File: config.mk
export PLATFORM = sky130hd
export DESIGN_NAME = ucf_div
export DESIGN_NICKNAME = d
export VERILOG_FILES = /design/src/rtl/ucf_div.sv
export SDC_FILE = /design/constraint.sdc
export NUM_CORES = 1
export LEC_CHECK = 0
export ABC_AREA = 1
export BUFFER_PORTS_ARGS = -buffer_cell sky130_fd_sc_hd__buf_2
export CAP_MARGIN = 20
export CORE_UTILIZATION = 30
export DETAILED_ROUTE_END_ITERATION = 10
export GPL_TIMING_DRIVEN = 1
export SLEW_MARGIN = 30
export SYNTH_ARGS = -nofsm -noshare
export SYNTH_HDL_FRONTEND = slang
export SYNTH_SLANG_ARGS = --single-unit
File: constraint.sdc
create_clock -name i_clk -period 2.74 [get_ports i_clk]
set_input_delay 0.411 -clock i_clk [delete_from_list [all_inputs] [get_ports i_clk]]
set_output_delay 0.411 -clock i_clk [all_outputs]
set_load 0.005 [all_outputs]
File: src/rtl/ucf_div.sv
// ----------------------------------------------------------------------------
// ucf_div: restoring divider for the unit direction
// Quotient known below 2^17: the top numerator bits preload the remainder.
// ----------------------------------------------------------------------------
module ucf_div (
    input  logic        i_clk,
    input  logic        i_rst_n,
    input  logic        i_start,
    input  logic [47:0] i_num,
    input  logic [31:0] i_den,
    output logic        o_done,
    output logic [16:0] o_quot
);

    logic        r_busy, r_done;
    logic [4:0]  r_cnt;
    logic [32:0] r_rem;
    logic [16:0] r_lo, r_quot;
    logic [31:0] r_den;
    logic [32:0] w_sh;
    logic        w_ge;

    always_comb begin
        w_sh = {r_rem[31:0], r_lo[16]};
        w_ge = (w_sh >= {1'b0, r_den});
    end

    always_ff @(posedge i_clk) begin
        if (!i_rst_n) begin
            r_busy <= 1'b0;
            r_done <= 1'b0;
            r_cnt  <= '0;
        end else begin
            r_done <= 1'b0;
            if (i_start) begin
                r_busy <= 1'b1;
                r_cnt  <= '0;
            end else if (r_busy) begin
                r_cnt <= r_cnt + 5'd1;
                if (r_cnt == 5'd16) begin
                    r_busy <= 1'b0;
                    r_done <= 1'b1;
                end
            end
        end
    end

    always_ff @(posedge i_clk) begin
        if (i_start) begin
            r_rem  <= {2'b00, i_num[47:17]};
            r_lo   <= i_num[16:0];
            r_den  <= i_den;
            r_quot <= '0;
        end else if (r_busy) begin
            r_rem  <= w_ge ? w_sh - {1'b0, r_den} : w_sh;
            r_lo   <= {r_lo[15:0], 1'b0};
            r_quot <= {r_quot[15:0], w_ge};
        end
    end

    assign o_done = r_done;
    assign o_quot = r_quot;

endmodule

# --- Word-level counts from Yosys, hierarchy flattened ---
# Index checks and enable logic that the tools add are counted.
word_totals:
  register_bits: 105
  in_bits: 83
  output_inout_bits: 18
  word_cells: 26
op_classes:
  addsub: 2
  n_lt_le_gt_ge: 1
  n_eq_ne: 1
  muxes: 9
  n_bitwise: 2
  n_reduce_logical: 3
op_table:
  columns: ["cell", "n"]
  rows:
  - ["31-bit two-way mux", 2]
  - ["17-bit two-way mux", 2]
  - ["33-bit by 32-bit greater-or-equal comparator with 1-bit output", 1]
  - ["32-bit two-way mux", 1]
  - ["32-bit subtractor", 1]
  - ["5-bit by 1-bit adder with 5-bit output (second input constant)", 1]
  - ["5-bit equality test (second input constant)", 1]
  - ["1-bit two-way mux", 4]
  - ["3-bit OR reduction", 1]
  - ["1-bit inverter", 2]
  - ["2-bit nonzero test", 1]
  - ["2-bit OR reduction", 1]

# --- Logic depth before layout (Yosys ltp) ---
logic_depth:
  depth_word: 4
  mapped_depth: 16
  mapped_depth_nobuf: 16

# --- Worst setup path after synthesis ---
# Ideal clock, no wire load.
synth_timing:
  path_kind: "input to register"
  from: "input i_start"
  to: "register r_lo[0], enable pin"
  setup_time_ns: 0.431
  arrival_time_ns: 2.341
  required_time_ns: 2.309
  setup_slack_ns: -0.032
  cell_stages: 4
  path_buffers: 2
  path_cell_list: "clkbuf_1 -> nor2_1 -> clkinv_1 -> buf_1"
synth_between:
  elab_chain_len: 1
synth_rtl:
  columns: ["item", "line_no", "text"]
  rows:
  - ["start: declaration", "8", "input logic i_start,"]
  - ["2-bit nonzero test (no line)", null, null]
  - ["end signal: assignment", "51", "r_lo <= i_num[16:0];"]
  - ["end signal: assignment", "56", "r_lo <= {r_lo[15:0], 1'b0};"]
  - ["end: declaration", "18", "logic [16:0] r_lo, r_quot;"]
# Every way passes these cells.
# A chain may end at the register's enable or synchronous reset.

# --- Worst setup path in the final report ---
layout_timing:
  from: "register r_lo[16]"
  to: "register r_rem[16], data pin"
layout_between:
  elab_chain_len: 4
  word_cells_on_any_way: 5
  classes_between: "add/sub: 1; order compare: 1; mux: 3"
layout_rtl:
  columns: ["item", "line_no", "text"]
  rows:
  - ["32-bit subtractor / 33-bit by 32-bit greater-or-equal comparator with 1-bit output (equally long branches)", "55, 25", null]
  - ["32-bit two-way mux (*)", "55", "r_rem <= w_ge ? w_sh - {1'b0, r_den} : w_sh;"]
  - ["31-bit two-way mux (*)", "54", "end else if (r_busy) begin"]
  - ["31-bit two-way mux (*)", "49", "if (i_start) begin"]
  - ["end signal: assignment", "50", "r_rem <= {2'b00, i_num[47:17]};"]
  - ["end signal: assignment", "55", null]
  - ["end: declaration", "17", "logic [32:0] r_rem;"]
# Mark *: on every way between the ends. The rest lies on a longest branch, timed or not. The select of a mux whose other input is x is not followed.

==> summary.txt <==
Outcome
  • Outcome: complete, no violations

Logic synthesis
  • Netlist Area Pre-Place: approximately 6900 sq um
  • Main synth FF type: edfxtp_1
  • Post-synth top area share: 34.69%
  • Syn Inst Count: 952
  • #FFs+latches synth: 105
  • Multiplexer share of the synthesized area: 0%
  • Library cells used by synthesis: 36
  • Async set or reset register ratio after synthesis: 0%
  • Yosys top cell by area: edfxtp_1
  • Adder-Cell Fraction of Synth Area: 6.433%
  • Sequential area share after synthesis: 41.92%
  • Syn Nets: 1070
  • Synth area leaders: edfxtp_1 35%, nand2_1 21%, inv_1 9.1%
  • Ys Warns: 0
  • Post-Synth Simple-Gate Area: 35.22%
  • Number of synthesized flops with an enable pin: 80
  • Dominant cell by count in the synthesized netlist: nand2_1
  • Syn Area/Cell: between 7 and 8 sq um
  • Main combinational cell family by area after synthesis: simple AND/OR/NAND/NOR gates
  • Synth Area in XOR/XNOR: 1.771%
  • Synth Area in Compound Gates: 3.867%
  • Synth top cells by count: 381 x nand2_1, 167 x inv_1, 80 x edfxtp_1

Critical path
  • Top delay family on crit path: simple AND/OR/NAND/NOR gates
  • Crit path max fanout: 4
  • Most frequent CP cell: nand2_1
  • FF-to-FF setup slack: 0.17 ns
  • Critical path capture point type: register
  • Worst setup startpoint: r_lo[16]$_DFFE_PP_
  • Worst path bufs/invs: 2
  • Crit path kind: reg2reg
  • Critical Path Start Type: register
  • RR Startpoint: r_lo[16]$_DFFE_PP_
  • Slowest cell on the critical path: fa_1
  • CP Data Arrival Time: 2.69 ns
  • Crit-path max cell delay: approximately 0.45 ns
  • Crit-path cells: inv_1 > ha_1 > inv_1 > fa_1 > nand3_1 > nand3_1 > nand2_1 > nand3_1 > a21oi_1 > nand2_1 > nand2_1 > nand2_1 > nand3_1 > nand2_1
  • Worst EP required: about 2.9 ns

GRT
  • Overflow after GRT: 0
  • Initial antenna violation count: 4
  • Largest net degree at the start of global routing: 41
  • Vias in the first global route: around 6000
  • First-pass GRT wire length: 29.53 mm
  • Gr usage total: 15.73%

Clock network
  • Clock buffers created by TritonCTS: 9
  • Setup repair bufs after CTS: 0
  • Clock Latency Late Sink: 0.37 ns
  • CTS max path bufs: 2
  • CTS clk-pin slew, worst paths: 0.09 ns
  • H-tree Lvls: 3
  • CTS tree: yes
  • Clk root buf: clkbuf_16
  • Clock Sinks: 105

Power and ir drop
  • Peak VDD IR: between 0.3 and 0.4 mV
  • Leak: 4.154 nW
  • PD cells: between 700 and 800 nW/um^2
  • Total power: 5.831 mW

Finish
  • Filler cell count: 2432
  • Layout cell share with drive strength beyond 1: 13.92%
  • N_diodes: 0
  • Utilization after layout: 35.67%
  • Register area: slightly below 3000 sq um
  • Fin nets: 1169
  • Synth-to-Final Area Change: 16.62%
  • Area of the multi-input gates: 3274 sq um

Placement
  • Final HPWL DP: 13.46 mm
  • Pre-CTS WS: 0.2191 ns
  • Placer Congestion: around 0.9
  • PortBufs: 100

Timing
  • Fin worst setup slack: 0.1739 ns
  • Fin. Hold Viols: 0
  • RSZ-0062 raised after global routing: false
  • Worst Skew: 0.01682 ns
  • Setup TNS: 0 ns
  • Tcrit/Tclk final: between 90% and 100%
  • Worst-Margin Slew: 0.4980 ns
  • Slew Viols, Final: 0
  • Hold slack: between 0.2 and 0.25 ns
  • Setup violators final: 0
  • Min Clock Period, post-route: 2.566 ns
  • Fmax: 0.3897 GHz
  • Relative slew slack: 66.77%

Drt
  • Avg Vias per Cell: 4.488
  • DR vias: about 6000
  • First drt pass iteration count: 4
  • Final WL: 17.68 mm
  • Average wire per standard cell: ~13 um
  • First DRT Iteration DRCs: 351
  • DRC violation count after routing: 0
  • DRT antenna net count: 0

Floorplan
  • Io pins: 101
  • DIE AREA: approximately 24000 sq um
  • Die Y: 153.9 um
  • Die boundary width: approximately 150 um
  • Core area: ~23000 sq um
  • # rows: 55
  • Initial core utilization: a little over 30%

Hold path
  • Hold_sp: i_den[20]
  • Worst hold-check path type: in2reg

Job
  • Max cap viols: 0
what timing repair did:
| action | 4_1_cts | 5_1_grt |
|---|---|---|
| hold buffers | 0 | 0 |
| hold endpoints to repair | 0 | 0 |
| endpoints found under the setup margin | 0 | 2 |
| gates resized for setup | 0 | 1 |
through the flow:
step,instances,cell area [sq um]
after floorplan,952,6929
after detailed placement,1325,7759
after CTS,1341,8071
after global placement,1325,7759
final,1341,8075
after global routing,1341,8075
kinds of logic after synthesis:
group	Yosys count
and+or+nand+nor	560
buffers and inverters	191
DFF	105
AOI/OAI and AO/OA	47
adders and majority gates	35
xor gates and xnor gates	14
flip-flops by register name, summed over array words and instances, names as in the netlist:
name    count
r_lo       17
o_quot     17
r_cnt       5
r_busy      1
o_done      1
r_den      32
r_rem      32
cell usage in the layout, fill, tap and decap left out, types with 3 or more instances in the layout:
cell type  Yosys  final
xnor2_1       14     14
clkbuf_16      0      9
ha_1          34     34
o22ai_1       15     15
nand3b_1      40     40
buf_2          6     99
nand2_1      381    381
and2_1         3      3
nor3_1         8      8
o21ai_0        4      4
dfxtp_1       25     25
buf_4          0      9
nand2_2        8      8
inv_1        167    167
nand4_1        3      3
edfxtp_1      80     80
a21oi_1       22     22
nor2_2         6      6
nor2_1        45     45
inv_6          0      3
nand3_1       56     56
routing by layer:
layer  share of wire (%)  GRT usage, %
met1                  47         20.00
met2                  45         25.69
met3                 5.8         4.284
met4                 2.0         5.190
met5                0.21             0
worst paths after layout:
check,endpoint,depth (start not counted)
worst max-delay path,r_rem[16]$_DFFE_PP_,14
worst min-delay path,r_den[20]$_DFFE_PP_,1
worst max register to register,r_rem[16]$_DFFE_PP_,14
worst min register to register,o_quot[16]$_SDFFE_PP0P_,2
report_power, final:
group	internal, mW	switching, mW	total [mW]
combinational	0.871	1.52	2.39
clock	0.695	0.700	1.40
sequential	1.95	0.0902	2.04
total	3.52	2.31	5.83
worst register-to-register path, cell delays in order, from the launching register on:
cell and delay [ns]:
edfxtp_1 0.38, inv_1 0.08, ha_1 0.15, inv_1 0.08
fa_1 0.45, nand3_1 0.11, nand3_1 0.17, nand2_1 0.11
nand3_1 0.18, a21oi_1 0.29, nand2_1 0.08, nand2_1 0.07
nand2_1 0.05, nand3_1 0.08, nand2_1 0.05
final cells by class:
type,count,share of cell area (%)
flip-flops and latches,105,35.95
clock inverters,7,1.085
repair buffers,110,7.360
clock buffers,9,2.789
inverters,169,7.856
well taps,285,4.416
multi-input cells,656,40.55
Power figures use the tool's default switching activity.
