--- src/rtl/ucf_isqrt.sv ---
// ----------------------------------------------------------------------------
// ucf_isqrt: floor square root, one result bit per cycle
// 63-bit radicand, 32-bit root.
// ----------------------------------------------------------------------------
module ucf_isqrt (
    input  logic        i_clk,
    input  logic        i_rst_n,
    input  logic        i_start,
    input  logic [62:0] i_rad,
    output logic        o_done,
    output logic [31:0] o_root
);

    logic        r_busy, r_done;
    logic [4:0]  r_cnt;
    logic [63:0] r_rad;
    logic [34:0] r_rem;
    logic [31:0] r_root;
    logic [34:0] w_sh, w_trial;
    logic        w_ge;

    always_comb begin
        w_sh    = {r_rem[32:0], r_rad[63:62]};
        w_trial = {1'b0, r_root, 2'b01};
        w_ge    = (w_sh >= w_trial);
    end

    always_ff @(posedge i_clk) begin
        if (!i_rst_n) begin
            r_busy <= 1'b0;
            r_done <= 1'b0;
            r_cnt  <= '0;
        end else begin
            r_done <= 1'b0;
            if (i_start) begin
                r_busy <= 1'b1;
                r_cnt  <= '0;
            end else if (r_busy) begin
                r_cnt <= r_cnt + 5'd1;
                if (r_cnt == 5'd31) begin
                    r_busy <= 1'b0;
                    r_done <= 1'b1;
                end
            end
        end
    end

    always_ff @(posedge i_clk) begin
        if (i_start) begin
            r_rad  <= {1'b0, i_rad};
            r_rem  <= '0;
            r_root <= '0;
        end else if (r_busy) begin
            r_rad  <= {r_rad[61:0], 2'b00};
            r_rem  <= w_ge ? w_sh - w_trial : w_sh;
            r_root <= {r_root[30:0], w_ge};
        end
    end

    assign o_done = r_done;
    assign o_root = r_root;

endmodule

--- config.mk ---
export PLATFORM = sky130hd
export DESIGN_NAME = ucf_isqrt
export DESIGN_NICKNAME = d
export VERILOG_FILES = /design/src/rtl/ucf_isqrt.sv
export SDC_FILE = /design/constraint.sdc
export NUM_CORES = 1
export LEC_CHECK = 0
export ABC_AREA = 1
export BUFFER_PORTS_ARGS = -buffer_cell sky130_fd_sc_hd__buf_2
export CAP_MARGIN = 20
export CORE_UTILIZATION = 31
export DETAILED_ROUTE_END_ITERATION = 10
export GPL_ROUTABILITY_DRIVEN = 0
export PLACE_DENSITY = 0.47
export SYNTH_ARGS = -nofsm -noshare
export SYNTH_HDL_FRONTEND = slang
export SYNTH_SLANG_ARGS = --single-unit
--- constraint.sdc ---
create_clock -name i_clk -period 3.2 [get_ports i_clk]
set_clock_uncertainty 0.05 [all_clocks]
set_input_delay 0.16 -clock i_clk [delete_from_list [all_inputs] [get_ports i_clk]]
set_output_delay 0.16 -clock i_clk [all_outputs]
set_load 0.1 [all_outputs]
* Yosys cells after proc, flatten, opt, wreduce, memory -nomap -nowiden
Index checks and enable logic that the tools add are counted.
Storage, ports and cells: output and inout port bits 33, register bits 136
Operators by class: $lt $le $gt $ge 1, bitwise gates (word level) 2, equal/unequal tests 1, mux-type cells 7, reductions and logical operators 3, $add $sub $neg 2
Operators with widths (number):
- 63-bit 2-to-1 mux | 2
- 35-bit by 34-bit greater-or-equal comparator with 1-bit output | 1
- 33-bit 2-to-1 mux | 1
- 33-bit subtractor | 1
- 5-bit by 1-bit adder with 5-bit output, second input constant | 1
- 5-bit == test, second input constant | 1
- 1-bit 2-to-1 mux | 4
- 3-bit OR reduction | 1
- 1-bit NOT | 2
- 2-bit nonzero test | 1
- 2-bit OR reduction | 1

* Logic depth before layout (Yosys ltp)
Gate-level depths: netlist (run 1).
word-level depth 4, depth in mapped cells 17

* Worst setup path after synthesis (run 1)
OpenSTA, ideal clock, no wires.
kind register to register, start register r_busy, end register r_rad[0], enable pin, clock period less this slack 3.165 ns, buffers on the path 2, arrival 2.663 ns, setup time 0.452 ns, required time 2.698 ns, path slack 0.035 ns, cell stages (with the launch flop) 5, cell sequence dfxtp_1 > clkbuf_1 > nor2_1 > inv_2 > clkbuf_1
Between the ends: cells in the longest elaborated chain, start to end 1
RTL lines:
- start, declared | line 14 | logic r_busy, r_done;
- start signal, assigned | line 30 | r_busy <= 1'b0;
- start signal, assigned | line 36 | r_busy <= 1'b1;
- start signal, assigned | line 41 | r_busy <= 1'b0;
- 2-bit nonzero test (no line)
- end signal, assigned | line 50 | r_rad <= {1'b0, i_rad};
- end signal, assigned | line 54 | r_rad <= {r_rad[61:0], 2'b00};
- end, declared | line 16 | logic [63:0] r_rad;
Every way passes these cells. A chain may end at the register's enable or synchronous reset.

* Worst setup path in the final report (run 1)
start register r_root[24], in the netlist o_root[24], end register r_rem[29]
Between the ends: cells in the longest elaborated chain, start to end 2, elaborated cells on any way between the ends 3, those cells by class add/sub: 1; order compare: 1; mux: 1
RTL lines:
- start, declared | line 18 | logic [31:0] r_root;
- start signal, assigned | line 56 | r_root <= {r_root[30:0], w_ge};
- 33-bit subtractor or 35-bit by 34-bit greater-or-equal comparator with 1-bit output (tied branches) | line 55, 25
- 33-bit 2-to-1 mux (*) | line 55 | r_rem <= w_ge ? w_sh - w_trial : w_sh;
- end signal, assigned | line 55
- end, declared | line 17 | logic [34:0] r_rem;
Every way passes the cells marked *; elsewhere a longest branch is shown, timed or not.

==> flow_summary_export.csv, run 1 <==
group,metric,value,unit
worst_setup_path,slowest_delay,0.37,ns
floorplanning,core-area,0.0259,mm²
synthesis,synthArstFlopShare,0,%
floorplanning,die_w,164,µm
synthesis,synth_edf_count,63,
synthesis,synth.distinct_cells,33,
synthesis,yosysMostFrequentCell,"nand2_1",
global_routing,track_usage,17.7,%
synthesis,syn_nets,1302,
floorplanning,die_area,0.0270,mm²
clock_network,cts_sinks,136,
global_routing,grt_pass1_wl,37600,µm
sta,min_period_over_period,78.5,%
sta,finalHoldViolations,0,
worst_setup_path,crit_path_end_kind,"flop",
layout,nets,1458,
job,cap_violations,0,
worst_setup_path,worst_r2r_endpoint,"r_rem[29]$_SDFFE_PP0P_",
detailed_routing,drc,0,
synthesis,ys_top_cells_by_count,"nand2_1 (585), inv_1 (172), dfxtp_1 (73), nand3_1 (64), edfxtp_1 (63)",
worst_setup_path,crit_chain,"inv_1 > ha_1 > nand2_1 > inv_1 > a21oi_1 > nand2_1 > nand2_1 > nand2_1 > nor2_8 > nand2_8 > nand2_2 > nand2_1 > nand2_1 > nand2_1",
detailed_routing,initialDrtViolationCount,285,
worst_setup_path,crit_top_cell,"nand2_1",
sta,slew_headroom,54.0,%
layout,final_util,39.5,%
worst_setup_path,cp_top_family,"simple AND/OR/NAND/NOR gates",
synthesis,synth-adder-area-share,5.52,%
synthesis,synthCells,1200,
floorplanning,rows,59,
synthesis,synth-seq-cells,136,
sta,drv_slew,0,
worst_setup_path,critPathLaunchType,"flop",
synthesis,synthMuxAreaShare,0,%
global_routing,grt_pass1_vias,7596,
synthesis,synth_top_area_share,26.9,%
pwr,combPwrFrac,54.6,%
worst_setup_path,crit_type,"flop to flop",
min_path,holdPathEnd,"r_rad[0]$_SDFFCE_PN0P_",
synthesis,synth_top_family_by_area,"simple AND/OR/NAND/NOR gates",
global_routing,grt_max_degree,63,
detailed_routing,vias_per_cell,4.43,
sta,period_needed,2.51,ns
outcome,status,"finished, final reports clean",
worst_setup_path,crit_buf_inv,2,
synthesis,synth_area,0.00816,mm²
worst_setup_path,slowest_stage,"ha_1",
min_path,min_from,"i_start",
detailed_routing,antenna_left,0,
sta,setup_viol,0,
synthesis,synth-compound-area-share,4.71,%
worst_setup_path,cp_max_fo,34,
worst_setup_path,reg2reg_from,"o_root[24]$_SDFFE_PP0P_",
synthesis,synth_ff_type,"dfxtp_1",
detailed_routing,vias,7544,
synthesis,synth_top_cells_by_area,"nand2_1 (27%), edfxtp_1 (23%), dfxtp_1 (18%)",
floorplanning,initial_core_util,31.5,%
floorplanning,io_pins,99,
placement,placed_area,0.00898,mm²
synthesis,synthXorXnorAreaFrac,1.61,%
global_routing,antenna_found_initial,0,
synthesis,ys_seq_area_share,41.1,%
pwr,pwr-share-seq,23.3,%
global_routing,gr-total-overflow,0,
sta,final.setup.tns,0,ns
clock_network,clk_pin_slew,0.07,ns
pwr,switching_share,48.1,%
clock_network,cts_made_buffers,17,
pwr,clkPwrFrac,22.1,%
layout,area_delta_synth_final,25.4,%
worst_setup_path,critPathRequiredTime,3.47,ns
min_path,hp-class,"primary input to flop",
pwr,p_per_area,902,mW/mm²
synthesis,ys_warn_count,0,
pwr,p_int,4.79,mW
placement,io_buffers,98,
clock_network,root_buffer,"clkbuf_16",
sta,rsz0062_at_grt,"no",
sta,worstMarginPinSlew,0.690,ns
clock_network,cts_tree,"done",
synthesis,synth_simple_gate_area_share,37.0,%
placement,dp_hpwl,16200,µm
synthesis,postSynthAreaPerCell,6.80,µm²
pwr,switchingPower,4.44,mW
worst_setup_path,crit_arrival,2.78,ns
worst_setup_path,reg2reg_depth,14,
sta,whs,0.205,ns
clock_network,clock_tree.buffer_depth,2,
floorplanning,die_y,164,µm
detailed_routing,dr.pass1.iters,4,
detailed_routing,routed_wirelength,22600,µm
layout,fin_area,0.0102,mm²
pwr,ir_drop,533,µV
pwr,power_leakage,5.37,nW
detailed_routing,wl_per_cell,13.3,µm
layout,drive_above_1_share,11.6,%
sta,clock.fmax,398,MHz
pwr,total_power,9.23,mW
worst_setup_path,rrSetupSlack,0.69,ns
layout,antennaDiodeCount,0,
clock_network,htree_levels,4,
synthesis,yosysTopAreaCell,"nand2_1",
min_path,hold_depth,3,
clock_network,clkLatencyLatePin,0.43,ns
## through the flow
step / cells / worst slack [ns]
6_report: 1704 / 0.687
2_1_floorplan: 1200 / 0.0350
5_1_grt: 1704 / 0.470
4_1_cts: 1703 / 0.657
3_5_place_dp: 1607 / 0.690
3_3_place_gp: 1607 / 0.692
## power groups by stage
stage | Clock [mW] | Combinational, mW | Sequential, mW
after floorplan | 0 | 3.80 | 2.21
after detailed placement | 0 | 5.00 | 2.19
after CTS | 2.11 | 5.08 | 2.16
after global placement | 0 | 4.99 | 2.19
final | 2.04 | 5.04 | 2.16
after global routing | 2.17 | 5.75 | 2.18
## what timing repair did
action,CTS,global route
setup buffers,0,0
hold buffers,64,0
endpoints found under the hold margin,65,0
gates resized for setup,0,0
## layout by cell type, fill, tap and decap left out, types with 3 or more instances in the layout
cell / n
and2_1: 3
inv_1: 172
edfxtp_1: 63
nand3_1: 64
inv_8: 4
clkbuf_16: 17
ha_1: 36
inv_6: 5
nor2_1: 43
xor2_1: 15
dlygate4sd3_1: 64
a21oi_1: 24
buf_2: 98
o22ai_1: 31
o21ai_0: 7
nor2_2: 9
dfxtp_1: 73
nand2_2: 3
buf_4: 6
o21bai_1: 3
nand2_1: 585
nand4_1: 8
nor3_1: 5
nand3b_1: 11
## metal layers
metal  wire length, µm  track usage, %  up-vias
met5                 0               0        -
met4               352            5.26        0
met3               858            3.71       21
met2             10500            30.1      133
met1             10900            22.4     3347
li1                  -               -     4043
## worst min-delay path, cell delays in order
cell,delay (ns)
buf_2,0.23
nand2_1,0.10
inv_1,0.03
## kinds of logic (layout without fill, tap and decap cells)
kind of cell,after synthesis,in the layout
adders and majority gates,36,36
AOI/OAI and AO/OA,67,67
DFF,136,136
and+or+nand+nor,738,738
xor gates and xnor gates,15,15
buffers and inverters,208,377
## layout make-up
cell class / count / area [µm²]
flip-flops and latches: 136 / 3350
clock buffers: 18 / 439
fillers: 2760 / 15700
clock inverters: 14 / 159
inverters: 175 / 659
multi-input cells: 856 / 3990
repair buffers: 170 / 1220
well taps: 335 / 419
## state kept, by name, summed over array words and instances (netlist names)
register	flops
r_rad	64
o_root	32
r_busy	1
r_cnt	5
r_rem	33
o_done	1
## worst max-delay path by stage
stage | endpoint | from | slack [ns] | cells past startpoint
global route | r_rem[29]$_SDFFE_PP0P_ | o_root[24]$_SDFFE_PP0P_ | 0.47 | 14
detailed placement | r_rem[29]$_SDFFE_PP0P_ | o_root[20]$_SDFFE_PP0P_ | 0.69 | 16
global placement | r_rem[31]$_SDFFE_PP0P_ | o_root[24]$_SDFFE_PP0P_ | 0.69 | 14
finish | r_rem[29]$_SDFFE_PP0P_ | o_root[24]$_SDFFE_PP0P_ | 0.69 | 14
floorplan | r_rad[0]$_SDFFCE_PN0P_ | r_busy$_SDFF_PN0_ | 0.03 | 4
CTS | r_rem[29]$_SDFFE_PP0P_ | o_root[24]$_SDFFE_PP0P_ | 0.66 | 14
Power figures use the tool's default switching activity.
==> run 2: changes to the inputs <==
clock period = 2.2 ns   (was 3.2 ns; I/O delays follow)
==> run 2 against run 1 <==
Non-clock buffer count increased by 61. Die area unchanged. Maximum frequency increased by 19%. Critical path depth increased by 3. Register-to-register slack got worse by 0.59 ns. Worst setup slack got worse by 0.59 ns. Combinational power increased by 84%. Hold slack improved by 0.019 ns. Global-route usage increased by 0.75 points. Sequential share of layout area decreased by 2.6 points.
==> flow_summary_export.csv, run 2 (synthesis gave the netlist of run 1 again) <==
group,metric,value,unit
outcome,status,"finished, final reports clean",
global_routing,grt_max_degree,46,
floorplanning,core-area,0.0259,mm²
layout,mostFrequentLayoutCells,"nand2_1 (552), inv_1 (148), buf_2 (98)",
floorplanning,rows,59,
worst_setup_path,cp_top_family,"simple AND/OR/NAND/NOR gates",
worst_setup_path,slowest_delay,0.36,ns
detailed_routing,vias_per_cell,4.47,
clock_network,cts_tree,"done",
worst_setup_path,crit_type,"flop to flop",
floorplanning,die_area,0.0270,mm²
sta,setup_viol,0,
pwr,switching_share,46.4,%
floorplanning,die_w,164,µm
clock_network,root_buffer,"clkbuf_16",
pwr,clkPwrFrac,19.1,%
detailed_routing,antenna_left,0,
detailed_routing,dr.pass1.iters,6,
sta,drv_slew,0,
global_routing,grt_pass1_vias,7762,
detailed_routing,vias,7895,
pwr,switchingPower,7.13,mW
pwr,p_per_area,1330,mW/mm²
min_path,hp-class,"primary input to flop",
clock_network,clk_pin_slew,0.07,ns
clock_network,cts_made_buffers,17,
worst_setup_path,crit_buf_inv,3,
layout,layout_commonest_cell,"nand2_1",
clock_network,clkLatencyLatePin,0.44,ns
floorplanning,die_y,164,µm
floorplanning,initial_core_util,31.5,%
sta,whs,0.224,ns
detailed_routing,initialDrtViolationCount,366,
worst_setup_path,reg2reg_from,"o_root[20]$_SDFFE_PP0P_",
layout,drive_above_1_share,25.1,%
clock_network,cts_sinks,136,
pwr,ir_drop,573,µV
min_path,hold_depth,3,
job,cap_violations,0,
worst_setup_path,cp_max_fo,8,
layout,nets,1519,
pwr,p_int,8.24,mW
global_routing,track_usage,18.5,%
worst_setup_path,reg2reg_depth,17,
pwr,pwr-share-seq,20.5,%
detailed_routing,drc,0,
placement,io_buffers,98,
floorplanning,io_pins,99,
sta,clock.fmax,475,MHz
worst_setup_path,crit_chain,"inv_4 > ha_4 > nand2_1 > nand2_2 > inv_1 > nand2_2 > nand2_1 > nand2_1 > nand2_1 > nand2_2 > nor2_8 > nand2_8 > clkbuf_16 > nand2_1 > nand2_1 > nand2_1 > nand2_1",
worst_setup_path,slowest_stage,"dfxtp_4",
global_routing,gr-total-overflow,0,
sta,final.setup.tns,0,ns
clock_network,clock_tree.buffer_depth,2,
sta,finalHoldViolations,0,
worst_setup_path,crit_top_cell,"nand2_1",
worst_setup_path,critPathLaunchType,"flop",
global_routing,grt_pass1_wl,39000,µm
placement,dp_hpwl,17500,µm
pwr,power_leakage,5.77,nW
detailed_routing,wl_per_cell,13.7,µm
worst_setup_path,crit_path_end_kind,"flop",
worst_setup_path,rrSetupSlack,0.09,ns
sta,min_period_over_period,95.7,%
worst_setup_path,crit_arrival,2.38,ns
worst_setup_path,worst_r2r_endpoint,"r_rem[16]$_SDFFE_PP0P_",
sta,rsz0062_at_grt,"yes",
pwr,combPwrFrac,60.4,%
sta,slew_headroom,65.8,%
clock_network,htree_levels,4,
min_path,min_from,"i_start",
layout,largest_register,"r_rad",
layout,antennaDiodeCount,0,
global_routing,antenna_found_initial,0,
worst_setup_path,critPathRequiredTime,2.48,ns
sta,worstMarginPinSlew,0.516,ns
layout,largest_register_ffs,64,
sta,period_needed,2.11,ns
min_path,holdPathEnd,"r_busy$_SDFF_PN0_",
layout,area_delta_synth_final,41.4,%
detailed_routing,routed_wirelength,24100,µm
-- run 2: changes by cell type in the layout (fill, tap and decap cells not counted), sizes merged --
cell | before | now
clkbuf | 18 | 21
clkinv | 2 | 3
inv | 184 | 181
buf | 106 | 164
clkinvlp | 2 | 4
-- run 2: final cells by class --
cell class | count | area [µm²]
Fill cell | 2677 | 14400
Multi-Input combinational cell | 856 | 4600
Sequential cell | 136 | 3480
Timing Repair Buffer | 231 | 1780
Inverter | 175 | 669
Clock buffer | 18 | 429
Tap cell | 335 | 419
Clock inverter | 14 | 159
-- run 2: worst register-to-register path, delay by kind of cell, from the launching register on --
| family | cells | cell delay [ns] |
|---|---|---|
| buffers and inverters | 3 | 0.32 |
| and+or+nand+nor | 13 | 1.02 |
| DFF | 1 | 0.36 |
| adders and majority gates | 1 | 0.24 |
-- run 2: worst max-delay path by stage --
stage | start | end | depth (start not counted)
after floorplan | o_root[12]$_SDFFE_PP0P_ | r_rem[26]$_SDFFE_PP0P_ | 14
after global placement | o_root[25]$_SDFFE_PP0P_ | r_rem[25]$_SDFFE_PP0P_ | 14
after detailed placement | o_root[25]$_SDFFE_PP0P_ | r_rem[25]$_SDFFE_PP0P_ | 14
after CTS | o_root[10]$_SDFFE_PP0P_ | r_rem[25]$_SDFFE_PP0P_ | 14
after global routing | o_root[15]$_SDFFE_PP0P_ | r_rem[27]$_SDFFE_PP0P_ | 14
final | o_root[20]$_SDFFE_PP0P_ | r_rem[16]$_SDFFE_PP0P_ | 17
-- run 2: power groups by stage --
stage | Sequential [mW] | Combinational (mW) | Clock, mW
after floorplan | 3.20 | 5.61 | 0
after global placement | 3.16 | 8.11 | 0
after detailed placement | 3.16 | 8.09 | 0
after CTS | 3.12 | 8.28 | 3.01
after global routing | 3.19 | 10.4 | 3.11
final | 3.15 | 9.29 | 2.93
-- run 2: metal layers --
metal  vias to the layer above  track usage (%)  part of all wire [%]
met2                       153             31.4                    47
met5                         -                0                     0
met3                        31             3.61                   4.4
li1                       4171                -                     -
met1                      3540             23.5                    47
met4                         0             5.30                   1.7
-- run 2: repair_timing --
item | CTS | global route
pin swaps | 1 | 27
gates cloned | 0 | 3
hold buffers | 64 | 0
setup endpoints to repair | 6 | 34
endpoints found under the hold margin | 65 | 0
resized for setup | 10 | 102
setup buffers | 1 | 11
-- run 2: stage by stage --
| stage | cell area [µm²] | instances | power, mW | setup WS, ns | utilization (%) |
|---|---|---|---|---|---|
| floorplan | 8430 | 1200 | 8.81 | 0.00211 | - |
| finish | 11500 | 1765 | 15.4 | 0.0946 | 44.5 |
| global placement | 9660 | 1654 | 11.3 | -0.0551 | 37.3 |
| CTS | 11000 | 1751 | 14.4 | 0.00349 | 42.5 |
| global route | 11500 | 1765 | 16.7 | -0.0461 | 44.5 |
| detailed placement | 9660 | 1654 | 11.3 | -0.0495 | 37.3 |
