--- src/rtl/ucf_pkg.sv ---
// ----------------------------------------------------------------------------
// ucf_pkg: shared types, constants and helpers of the horizon forecaster
// Q16.16 constants, CORDIC arctangent table, sequencer states, saturation.
// ----------------------------------------------------------------------------
package ucf_pkg;

    localparam int HorizonMax = 64;
    localparam int StepW      = 6;
    localparam int OpW        = 33;
    localparam int ProdW      = 66;
    localparam int WideW      = 52;
    localparam int CordW      = 34;
    localparam int AngW       = 20;
    localparam int UnitW      = 18;
    localparam int CordIters  = 16;
    localparam int RedSteps   = 15;

    localparam logic [30:0] StepTimeRst = 31'd6554;
    localparam logic [30:0] CruiseRst   = 31'd65536;
    localparam logic [6:0]  HorizonRst  = 7'd32;

    localparam logic signed [AngW-1:0] TwoPiQ  = 20'sd411775;
    localparam logic signed [AngW-1:0] PiQ     = 20'sd205887;
    localparam logic signed [AngW-1:0] HalfPiQ = 20'sd102944;

    // offset of 5216 turns keeps the reduced angle non-negative
    localparam logic [32:0] RedOffset = 33'd2147818400;
    localparam logic [32:0] RedDivTop = 33'd6746521600;

    localparam logic signed [CordW-1:0] CordGain = 34'sd652032874;

    typedef logic signed [WideW-1:0] t_wide;

    typedef enum logic [1:0] {
        REG_STEP_TIME = 2'd0,
        REG_CRUISE    = 2'd1,
        REG_HORIZON   = 2'd2
    } t_reg_idx;

    typedef enum logic [4:0] {
        S_IDLE, S_H1, S_H2, S_H3, S_H4,
        S_CSTART, S_CWAIT, S_V1, S_V2, S_V3,
        S_E1, S_E2, S_E3, S_E4, S_E5, S_E6,
        S_T1, S_T2, S_T3, S_SQRT, S_DX, S_DY,
        S_OUT
    } t_state;

    typedef enum logic [1:0] {
        CS_IDLE, CS_REDUCE, CS_ROTATE
    } t_cord_st;

    function automatic logic signed [AngW-1:0] atan_q(input logic [3:0] i);
        logic signed [AngW-1:0] v;
        unique case (i)
            4'd0:  v = 20'sd51472;
            4'd1:  v = 20'sd30385;
            4'd2:  v = 20'sd16055;
            4'd3:  v = 20'sd8150;
            4'd4:  v = 20'sd4091;
            4'd5:  v = 20'sd2047;
            4'd6:  v = 20'sd1024;
            4'd7:  v = 20'sd512;
            4'd8:  v = 20'sd256;
            4'd9:  v = 20'sd128;
            4'd10: v = 20'sd64;
            4'd11: v = 20'sd32;
            4'd12: v = 20'sd16;
            4'd13: v = 20'sd8;
            4'd14: v = 20'sd4;
            4'd15: v = 20'sd2;
        endcase
        return v;
    endfunction

    function automatic logic signed [31:0] sat32(input t_wide v);
        logic signed [31:0] r;
        if (v > t_wide'(64'sd2147483647)) begin
            r = 32'sh7FFFFFFF;
        end else if (v < t_wide'(-64'sd2147483648)) begin
            r = 32'sh80000000;
        end else begin
            r = v[31:0];
        end
        return r;
    endfunction

    // rounded Q16.16 product
    function automatic t_wide qround(input logic signed [ProdW-1:0] p);
        logic signed [ProdW-1:0] t;
        t = (p + 66'sd32768) >>> 16;
        return t[WideW-1:0];
    endfunction

endpackage

--- src/rtl/ucf_cordic.sv ---
// ----------------------------------------------------------------------------
// ucf_cordic: iterative sine and cosine
// Angle reduction by shifted subtraction of 2*pi, then 16 rotation steps.
// ----------------------------------------------------------------------------
module ucf_cordic (
    input  logic                               i_clk,
    input  logic                               i_rst_n,
    input  logic                               i_start,
    input  logic signed [31:0]                 i_angle,
    output logic                               o_done,
    output logic signed [ucf_pkg::UnitW-1:0]   o_cos,
    output logic signed [ucf_pkg::UnitW-1:0]   o_sin
);

    ucf_pkg::t_cord_st                     r_st, n_st;
    logic [3:0]                            r_cnt;
    logic [32:0]                           r_u, r_d;
    logic signed [ucf_pkg::CordW-1:0]      r_x, r_y;
    logic signed [ucf_pkg::AngW-1:0]       r_z;
    logic                                  r_neg, r_done;
    logic signed [ucf_pkg::UnitW-1:0]      r_cos, r_sin;

    logic [32:0]                           w_u0, w_un;
    logic signed [ucf_pkg::AngW-1:0]       w_a0, w_a1, w_zf;
    logic                                  w_negf;
    logic signed [ucf_pkg::CordW-1:0]      w_xs, w_ys, w_xn, w_yn;
    logic signed [ucf_pkg::AngW-1:0]       w_zn;

    function automatic logic signed [ucf_pkg::UnitW-1:0] to_unit(
        input logic signed [ucf_pkg::CordW-1:0] v, input logic neg);
        logic signed [ucf_pkg::CordW-1:0] t;
        t = (v + 34'sd8192) >>> 14;
        if (neg) begin
            t = -t;
        end
        if (t > 34'sd65536) begin
            t = 34'sd65536;
        end else if (t < -34'sd65536) begin
            t = -34'sd65536;
        end
        return t[ucf_pkg::UnitW-1:0];
    endfunction

    always_comb begin
        w_u0 = {i_angle[31], i_angle} + ucf_pkg::RedOffset;
        w_un = (r_u >= r_d) ? r_u - r_d : r_u;
        w_a0 = {1'b0, w_un[18:0]};
        w_a1 = (w_a0 > ucf_pkg::PiQ) ? w_a0 - ucf_pkg::TwoPiQ : w_a0;
        w_negf = 1'b0;
        w_zf = w_a1;
        if (w_a1 > ucf_pkg::HalfPiQ) begin
            w_zf = w_a1 - ucf_pkg::PiQ;
            w_negf = 1'b1;
        end else if (w_a1 < -ucf_pkg::HalfPiQ) begin
            w_zf = w_a1 + ucf_pkg::PiQ;
            w_negf = 1'b1;
        end
        w_xs = r_x >>> r_cnt;
        w_ys = r_y >>> r_cnt;
        if (!r_z[ucf_pkg::AngW-1]) begin
            w_xn = r_x - w_ys;
            w_yn = r_y + w_xs;
            w_zn = r_z - ucf_pkg::atan_q(r_cnt);
        end else begin
            w_xn = r_x + w_ys;
            w_yn = r_y - w_xs;
            w_zn = r_z + ucf_pkg::atan_q(r_cnt);
        end
    end

    always_comb begin
        n_st = r_st;
        unique case (r_st)
            ucf_pkg::CS_IDLE: begin
                if (i_start) n_st = ucf_pkg::CS_REDUCE;
            end
            ucf_pkg::CS_REDUCE: begin
                if (r_cnt == 4'(ucf_pkg::RedSteps - 1)) n_st = ucf_pkg::CS_ROTATE;
            end
            ucf_pkg::CS_ROTATE: begin
                if (r_cnt == 4'(ucf_pkg::CordIters - 1)) n_st = ucf_pkg::CS_IDLE;
            end
            default: n_st = ucf_pkg::CS_IDLE;
        endcase
    end

    always_ff @(posedge i_clk) begin
        if (!i_rst_n) begin
            r_st   <= ucf_pkg::CS_IDLE;
            r_done <= 1'b0;
            r_cnt  <= '0;
        end else begin
            r_st   <= n_st;
            r_done <= 1'b0;
            unique case (r_st)
                ucf_pkg::CS_IDLE: begin
                    r_cnt <= '0;
                end
                ucf_pkg::CS_REDUCE: begin
                    r_cnt <= (n_st == ucf_pkg::CS_ROTATE) ? 4'd0 : r_cnt + 4'd1;
                end
                ucf_pkg::CS_ROTATE: begin
                    r_cnt <= r_cnt + 4'd1;
                    if (n_st == ucf_pkg::CS_IDLE) r_done <= 1'b1;
                end
                default: r_cnt <= '0;
            endcase
        end
    end

    always_ff @(posedge i_clk) begin
        unique case (r_st)
            ucf_pkg::CS_IDLE: begin
                r_u <= w_u0;
                r_d <= ucf_pkg::RedDivTop;
            end
            ucf_pkg::CS_REDUCE: begin
                r_u <= w_un;
                r_d <= r_d >> 1;
                r_x <= ucf_pkg::CordGain;
                r_y <= '0;
                r_z <= w_zf;
                r_neg <= w_negf;
            end
            ucf_pkg::CS_ROTATE: begin
                r_x <= w_xn;
                r_y <= w_yn;
                r_z <= w_zn;
                if (r_cnt == 4'(ucf_pkg::CordIters - 1)) begin
                    r_cos <= to_unit(w_xn, r_neg);
                    r_sin <= to_unit(w_yn, r_neg);
                end
            end
            default: r_u <= r_u;
        endcase
    end

    assign o_done = r_done;
    assign o_cos  = r_cos;
    assign o_sin  = r_sin;

endmodule

--- config.mk ---
export PLATFORM = sky130hd
export DESIGN_NAME = ucf_cordic
export DESIGN_NICKNAME = d
export VERILOG_FILES = /design/src/rtl/ucf_pkg.sv /design/src/rtl/ucf_cordic.sv
export SDC_FILE = /design/constraint.sdc
export NUM_CORES = 1
export LEC_CHECK = 0
export ABC_CLOCK_PERIOD_IN_PS = 9350
export BUFFER_PORTS_ARGS = -buffer_cell sky130_fd_sc_hd__buf_4
export CAP_MARGIN = 20
export CORE_MARGIN = 5
export CORE_UTILIZATION = 65
export DETAILED_ROUTE_END_ITERATION = 7
export GPL_TIMING_DRIVEN = 0
export PLACE_DENSITY_LB_ADDON = 0.15
export SYNTH_ARGS = -nofsm -noshare
export SYNTH_HDL_FRONTEND = slang
export SYNTH_SLANG_ARGS = --single-unit
--- constraint.sdc ---
create_clock -name i_clk -period 9.35 [get_ports i_clk]
set_input_delay 2.3375 -clock i_clk [delete_from_list [all_inputs] [get_ports i_clk]]
set_output_delay 2.3375 -clock i_clk [all_outputs]
set_load 0.005 [all_outputs]
; ---- Yosys cells after proc, flatten, opt, wreduce, memory -nomap -nowiden
; Memory sizes are Yosys's and may differ from the RTL's. A register that Yosys moved wholly into a read port is not among the register bits.
; Index checks and enable logic that the tools add are counted.
[classes]
addsub = 16
order_cmp = 8
n_eq_ne = 6
n_shift = 2
muxes = 32
n_reduce_logical = 9
[ops]
columns = cell, count
row1 = $mux W34, 8
row2 = $pmux W34 S2, 2
row3 = $pmux W33 S2, 2
row4 = $mux W20, 6
row5 = $add A34 B15 Y34 const B, 2
row6 = $add A34 B34 Y34, 2
row7 = $gt A34 B18 Y1 const B, 2
row8 = $lt A34 B17 Y1 const B, 2
row9 = $neg A20 Y34, 2
row10 = $sshr A34 B4 Y34, 2
row11 = $sub A34 B34 Y34, 2
row12 = $pmux W20 S2, 1
row13 = $mux W18, 2
row14 = $add A33 B32 Y33 const B, 1
row15 = $ge A33 B33 Y1, 1
row16 = $mux W33, 1
row17 = $sub A33 B33 Y33, 1
row18 = $add A20 B19 Y20 const B, 1
row19 = $add A20 B20 Y20, 1
row20 = $gt A20 B18 Y1 const B, 1
row21 = $lt A20 B18 Y1 const B, 1
row22 = $sub A19 B19 Y20 const B, 1
row23 = $sub A20 B19 Y20 const B, 1
row24 = $sub A20 B20 Y20, 1
row25 = other kinds (15), 27
[word_totals]
reg_bits = 198
rom_bits = 512
inputBits = 35
mem_count = 2
[mem_list]
columns = name, words, width, read_ports, rd_clocked_by_memory_dff, write_ports, line
row1 = (no name shown), 16, 16, 1, 1, 0, ucf_pkg.sv:54  ; unique case (i)
row2 = (no name shown), 16, 16, 1, 1, 0, ucf_pkg.sv:54

; ---- Depth between registers and ports, before layout
[logic_depth]
word_depth = 10
depth_mapped = 36
ltp_nobuf = 29

; ---- Worst setup path before layout
; OpenSTA, ideal clock, no wires.
[synth_timing]
path_kind = reg2reg
startpoint = register r_cnt[0]
endpoint = register r_sin (netlist bit o_sin[11]), data pin
setup_ns = 0.136
arrival_time_ns = 7.463
required_ns = 9.214
setup_slack_ns = 1.751
stages_incl_launch_ff = 32
synth_period_minus_slack_ns = 7.599
cell_sequence = dfxtp_1 -> buf_6 -> buf_12 -> buf_4 -> mux4_2 -> mux4_2 -> nor2_1 -> and2_1 -> nor2b_1 -> nor2b_1 -> a21oi_1 -> xnor2_1 -> ha_1 -> a21o_1 -> a21o_1 -> a21o_1 -> o21ba_1 -> o21ai_0 -> and2_1 -> ha_1 -> nor3b_1 -> or3b_2 -> nor4_2 -> nor4b_1 -> nand3_1 -> xor2_1 -> and2_1 -> a21oi_1 -> nor4_4 -> a31oi_4 -> buf_6 -> nor2_2
[synth_between]
elab_chain_cells = 10
word_cells_on_any_way = 12
classes_between = add/sub (4) / order compare (2) / shift (1) / mux (4) / reduce/logical (1)
[synth_rtl]
columns = element, line
row1 = "start, declared", ucf_cordic.sv:16  ; logic [3:0] r_cnt;
row2 = "start signal, assigned", ucf_cordic.sv:100  ; r_cnt <= (n_st == ucf_pkg::CS_ROTATE) ? 4'd0 : r_cnt + 4'd1;
row3 = "start signal, assigned", ucf_cordic.sv:103  ; r_cnt <= r_cnt + 4'd1;
row4 = $sshr A34 B4 Y34 *, ucf_cordic.sv:58  ; w_xs = r_x >>> r_cnt;
row5 = $add A34 B34 Y34 or $sub A34 B34 Y34 (tied branches), "ucf_cordic.sv:62, ucf_cordic.sv:66"
row6 = $mux W34 *, ucf_cordic.sv:60  ; if (!r_z[ucf_pkg::AngW-1]) begin
row7 = net w_yn (one bit), ucf_cordic.sv:26  ; logic signed [ucf_pkg::CordW-1:0] w_xs, w_ys, w_xn, w_yn;
row8 = $add A34 B15 Y34 *, ucf_cordic.sv:32  ; t = (v + 34'sd8192) >>> 14;
row9 = $neg A20 Y34, ucf_cordic.sv:34  ; t = -t;
row10 = $mux W34 *, ucf_cordic.sv:33  ; if (neg) begin
row11 = $mux W34 *, ucf_cordic.sv:129  ; if (r_cnt == 4'(ucf_pkg::CordIters - 1)) begin
row12 = $mux W34 *, ucf_cordic.sv:112  ; unique case (r_st)
row13 = $gt A34 B18 Y1 or $lt A34 B17 Y1 (tied branches), "ucf_cordic.sv:36, ucf_cordic.sv:38"
row14 = $reduce_or A2 Y1 (no line), -
row15 = "end signal, assigned", ucf_cordic.sv:131  ; r_sin <= to_unit(w_yn, r_neg);
row16 = "end, declared", ucf_cordic.sv:21  ; logic signed [ucf_pkg::UnitW-1:0] r_cos, r_sin;
; The timed path passes the listed nets; every way through them passes the cells marked *. The select of a mux whose other input is x is not followed.
; A chain may end at the register's enable or synchronous reset.

; ---- Worst setup path in the final report
[layout_timing]
startpoint = register r_cnt[0]
endpoint = register r_sin (netlist bit o_sin[4]), data pin
[layout_between]
elab_chain_cells = 10
word_cells_on_any_way = 12
classes_between = add/sub (4) / order compare (2) / shift (1) / mux (4) / reduce/logical (1)
[layout_rtl]
columns = element, line
row1 = $sshr A34 B4 Y34 *, ucf_cordic.sv:58
row2 = $add A34 B34 Y34 or $sub A34 B34 Y34 (tied branches), "ucf_cordic.sv:62, ucf_cordic.sv:66"
row3 = $mux W34 *, ucf_cordic.sv:60
row4 = $add A34 B15 Y34 *, ucf_cordic.sv:32
row5 = $neg A20 Y34, ucf_cordic.sv:34
row6 = $mux W34 *, ucf_cordic.sv:33
row7 = $mux W34 *, ucf_cordic.sv:129
row8 = $mux W34 *, ucf_cordic.sv:112
row9 = $gt A34 B18 Y1 or $lt A34 B17 Y1 (tied branches), "ucf_cordic.sv:36, ucf_cordic.sv:38"
row10 = $reduce_or A2 Y1 (no line), -
; Every way passes the cells marked *; elsewhere a longest branch is shown, timed or not. The select of a mux whose other input is x is not followed.

==> flow_metrics.py <==
metrics = {
    "floorplan": {
        "ios": 72,
        "initial_core_util": 0.6561,
        "dieArea_um2": 43060,
        "die_h_um": 207.5,
        "die-width_um": 207.5,
        "num_rows": 72,
        "coreArea_um2": 38650,
    },
    "power_and_ir_drop": {
        "p_seq_frac": 0.164,
        "p_int_mw": 3.875,
        "power.switching_mw": 3.966,
        "p_per_area_nw_per_um2": 284.5,
        "p_total_mw": 7.841,
        "total_leakage_power_nw": 10.41,
        "p_clk_frac": 0.129,
        "sw_frac_of_total": 0.5058,
        "ir_worst_vdd_v": 0.0002671,
        "power_frac_comb": 0.707,
    },
    "synth": {
        "ys.flop_type": "edfxtp_1",
        "syn_nets": 3045,
        "synth_most_common_cell": "nor2_1",
        "synth.avg_cell_area_um2": 8.860,
        "synth_enable_flop_cells": 191,
        "synth_area_leaders": "edfxtp_1 (23%), ha_1 (7.1%), xnor2_1 (6.0%)",
        "async_flop_share": 0,
        "synth_cell_type_count": 128,
        "ys_warn_count": 0,
        "ys_ff_latch": 214,
        "synth.cell_area_um2": 25360,
        "synth_common_cells": "nor2_1 (292), nand2_1 (205), edfxtp_1 (191), a21oi_1 (189), xnor2_1 (175)",
        "yosys.area.top_type": "edfxtp_1",
        "seq_area_frac_synth": 0.2444,
        "yosysTopAreaCellShare": 0.2262,
        "synthCells": 2862,
    },
    "worst_setup_path": {
        "crit_arrival_ps": 9280,
        "cp-start-kind": "register",
        "cp_max_fo": 10,
        "worstSetupPathType": "reg -> reg",
        "cp_slowest_stage_delay_ps": 600,
        "required_ps": 9670,
        "critPathSlowestCell": "mux4_2",
        "cp-end-kind": "register",
    },
    "final_layout": {
        "drive_gt1_frac": 0.1344,
        "syn2layout_area_growth_pct": 8.709,
        "layout.nets": 3149,
        "num_antenna_cells": 0,
        "final_core_util": 0.7133,
        "final_cell_area_um2": 27570,
    },
    "sta": {
        "tns_ps": 0,
        "setup_slack_ps": 390.6,
        "hold_viol": 0,
        "fin_crit_ps": 8959,
        "setup_viol": 0,
        "fin_crit_sh": 0.9582,
        "relSlewSlack": 0.2194,
        "slew_viol_final": 0,
        "max_freq_ghz": 0.1116,
        "skew_ps": 37.79,
        "worstMarginPinSlew_ps": 1171,
    },
    "detailed_routing": {
        "drc_errors": 0,
        "vias_per_cell": 6.799,
        "firstDrtPassIters": 5,
        "drt-total-wl_mm": 77.55,
        "wl_per_cell_um": 22.15,
        "ant_nets": 0,
        "drt-initial-drc-count": 2648,
        "via_count": 23802,
    },
    "placed_design": {
        "placed_area_um2": 26640,
        "pre_cts_ws_ps": 202.1,
        "port_buffers": 71,
        "place_congestion": 1.001,
        "hpwl_mm": 60.73,
    },
    "clock_network": {
        "cts_buffers": 26,
        "tritoncts": "yes",
        "clk_pin_slew_ps": 60,
        "cts_buffer_depth": 3,
        "cts_max_level": 1,
        "cts_root_buf": "clkbuf_16",
        "numClockSinks": 214,
        "insertion_delay_ps": 570,
    },
    "worst_hold_path": {
        "hold_class": "reg -> reg",
    },
    "status": {
        "outcome": "finished, final reports clean",
    },
    "global_route": {
        "grt_usage": 0.3402,
        "grt_pass1_vias": 22249,
        "grt-ovfl-total": 0,
        "grt_pass1_wl_mm": 121.2,
        "antenna_found_initial": 1,
        "grt_max_degree": 67,
    },
    "run": {
        "max-cap-violations": 0,
    },
}
final timing paths:
| kind | startpoint | end | slack (ps) | cells past startpoint |
|---|---|---|---|---|
| hold / removal | r_d[19]$_SDFFCE_PN1P_ | r_d[18]$_SDFFCE_PN1P_ | 520 | 2 |
| setup reg to reg | r_cnt[0]$_SDFF_PN0_ | o_sin[4]$_SDFFCE_PP0P_ | 390 | 30 |
| hold reg to reg | r_d[19]$_SDFFCE_PN1P_ | r_d[18]$_SDFFCE_PN1P_ | 520 | 2 |
| setup / recovery | r_cnt[0]$_SDFF_PN0_ | o_sin[4]$_SDFFCE_PP0P_ | 390 | 30 |
cells in the final DEF, fill, tap and decap left out, drive strengths merged, types with 13 or more instances in the layout:
master	synthesis	final
o31a	14	14
or4	18	18
clkbuf	72	101
mux4	81	81
o21ai	129	129
o21a	49	49
nor3	88	88
xnor2	175	175
o31ai	25	25
nand2	209	209
and3	41	41
or2	21	21
a21oi	193	193
edfxtp	191	191
a211o	13	13
nor4	37	37
and2	48	48
mux2i	60	60
buf	53	130
xor2	105	105
and4	22	22
nand2b	22	22
ha	144	144
or3	22	22
nor2	315	315
inv	123	124
a211oi	41	41
o211ai	26	26
nand3	74	74
o22ai	18	18
a21o	79	79
nor2b	25	25
dfxtp	23	23
a31oi	45	45
o21bai	17	17
nand4	28	28
mux2	42	42
worst max-delay path, delay by kind of cell, from the launching register on:
family,cells,cell delay (ps)
AND/OR/NAND/NOR,10,2730
AO/OA/AOI/OAI,9,2230
adder cells (fa/ha/maj),1,340
flip-flops,1,480
multiplexers,2,1180
buffers and inverters,5,1020
XOR/XNOR,3,740
cell families (layout without fill, tap and decap cells):
| family | Yosys count | after routing | share of synthesized area |
|---|---|---|---|
| AOI/OAI and AO/OA | 775 | 775 | 0.2141 |
| buffers and inverters | 249 | 370 | 0.04535 |
| adders and majority gates | 148 | 148 | 0.07421 |
| and+or+nand+nor | 1013 | 1013 | 0.2079 |
| xor gates and xnor gates | 280 | 280 | 0.09731 |
| DFF | 214 | 214 | 0.2444 |
| muxes | 183 | 183 | 0.1168 |
sequential cells by signal (all words and copies together) (netlist names), named ones only:
| register | flops |
|---|---|
| o_done | 1 |
| r_cnt | 4 |
| r_x | 34 |
| r_z | 20 |
| r_u | 33 |
| r_st | 2 |
| r_y | 34 |
| o_sin | 18 |
| o_cos | 18 |
| r_d | 33 |
| r_neg | 1 |
power by group through the flow:
stage	logic (mW)	registers (mW)	clock network, mW
after global placement	5.17	1.30	0
after detailed placement	5.33	1.30	0
after CTS	5.38	1.28	1.01
final	5.55	1.29	1.01
after global routing	6.02	1.29	1.05
after floorplan	4.19	1.28	0
metrics by stage:
stage          hold slack, ps  std cells
2_1_floorplan           487.0       2862
3_3_place_gp            502.5       3451
3_5_place_dp            509.2       3454
4_1_cts                 521.6       3499
5_1_grt                 541.9       3501
6_report                521.1       3501
layout make-up:
class,instances,area [um2]
plain buffers,124,680.7
clock buffers,30,665.6
clock inverters,15,162.7
fillers,3062,11080
inverters,124,465.4
multi-input cells,2399,18120
flip-flops and latches,214,6196
well taps,518,648.1
repair buffers,77,630.6
layer usage:
metal	vias up	GRT usage	share of wire
met2	1164	0.5430	0.45
met1	11435	0.4801	0.42
met3	160	0.06816	0.097
li1	11043	-	-
met4	0	0.08322	0.027
met5	-	0	0
what timing repair did:
item	CTS	global route
hold buffers	0	0
gates resized for setup	0	13
endpoints found under the hold margin	0	0
buffers inserted	0	3
setup endpoints to repair	0	33
(Power assumes the default switching activity.)
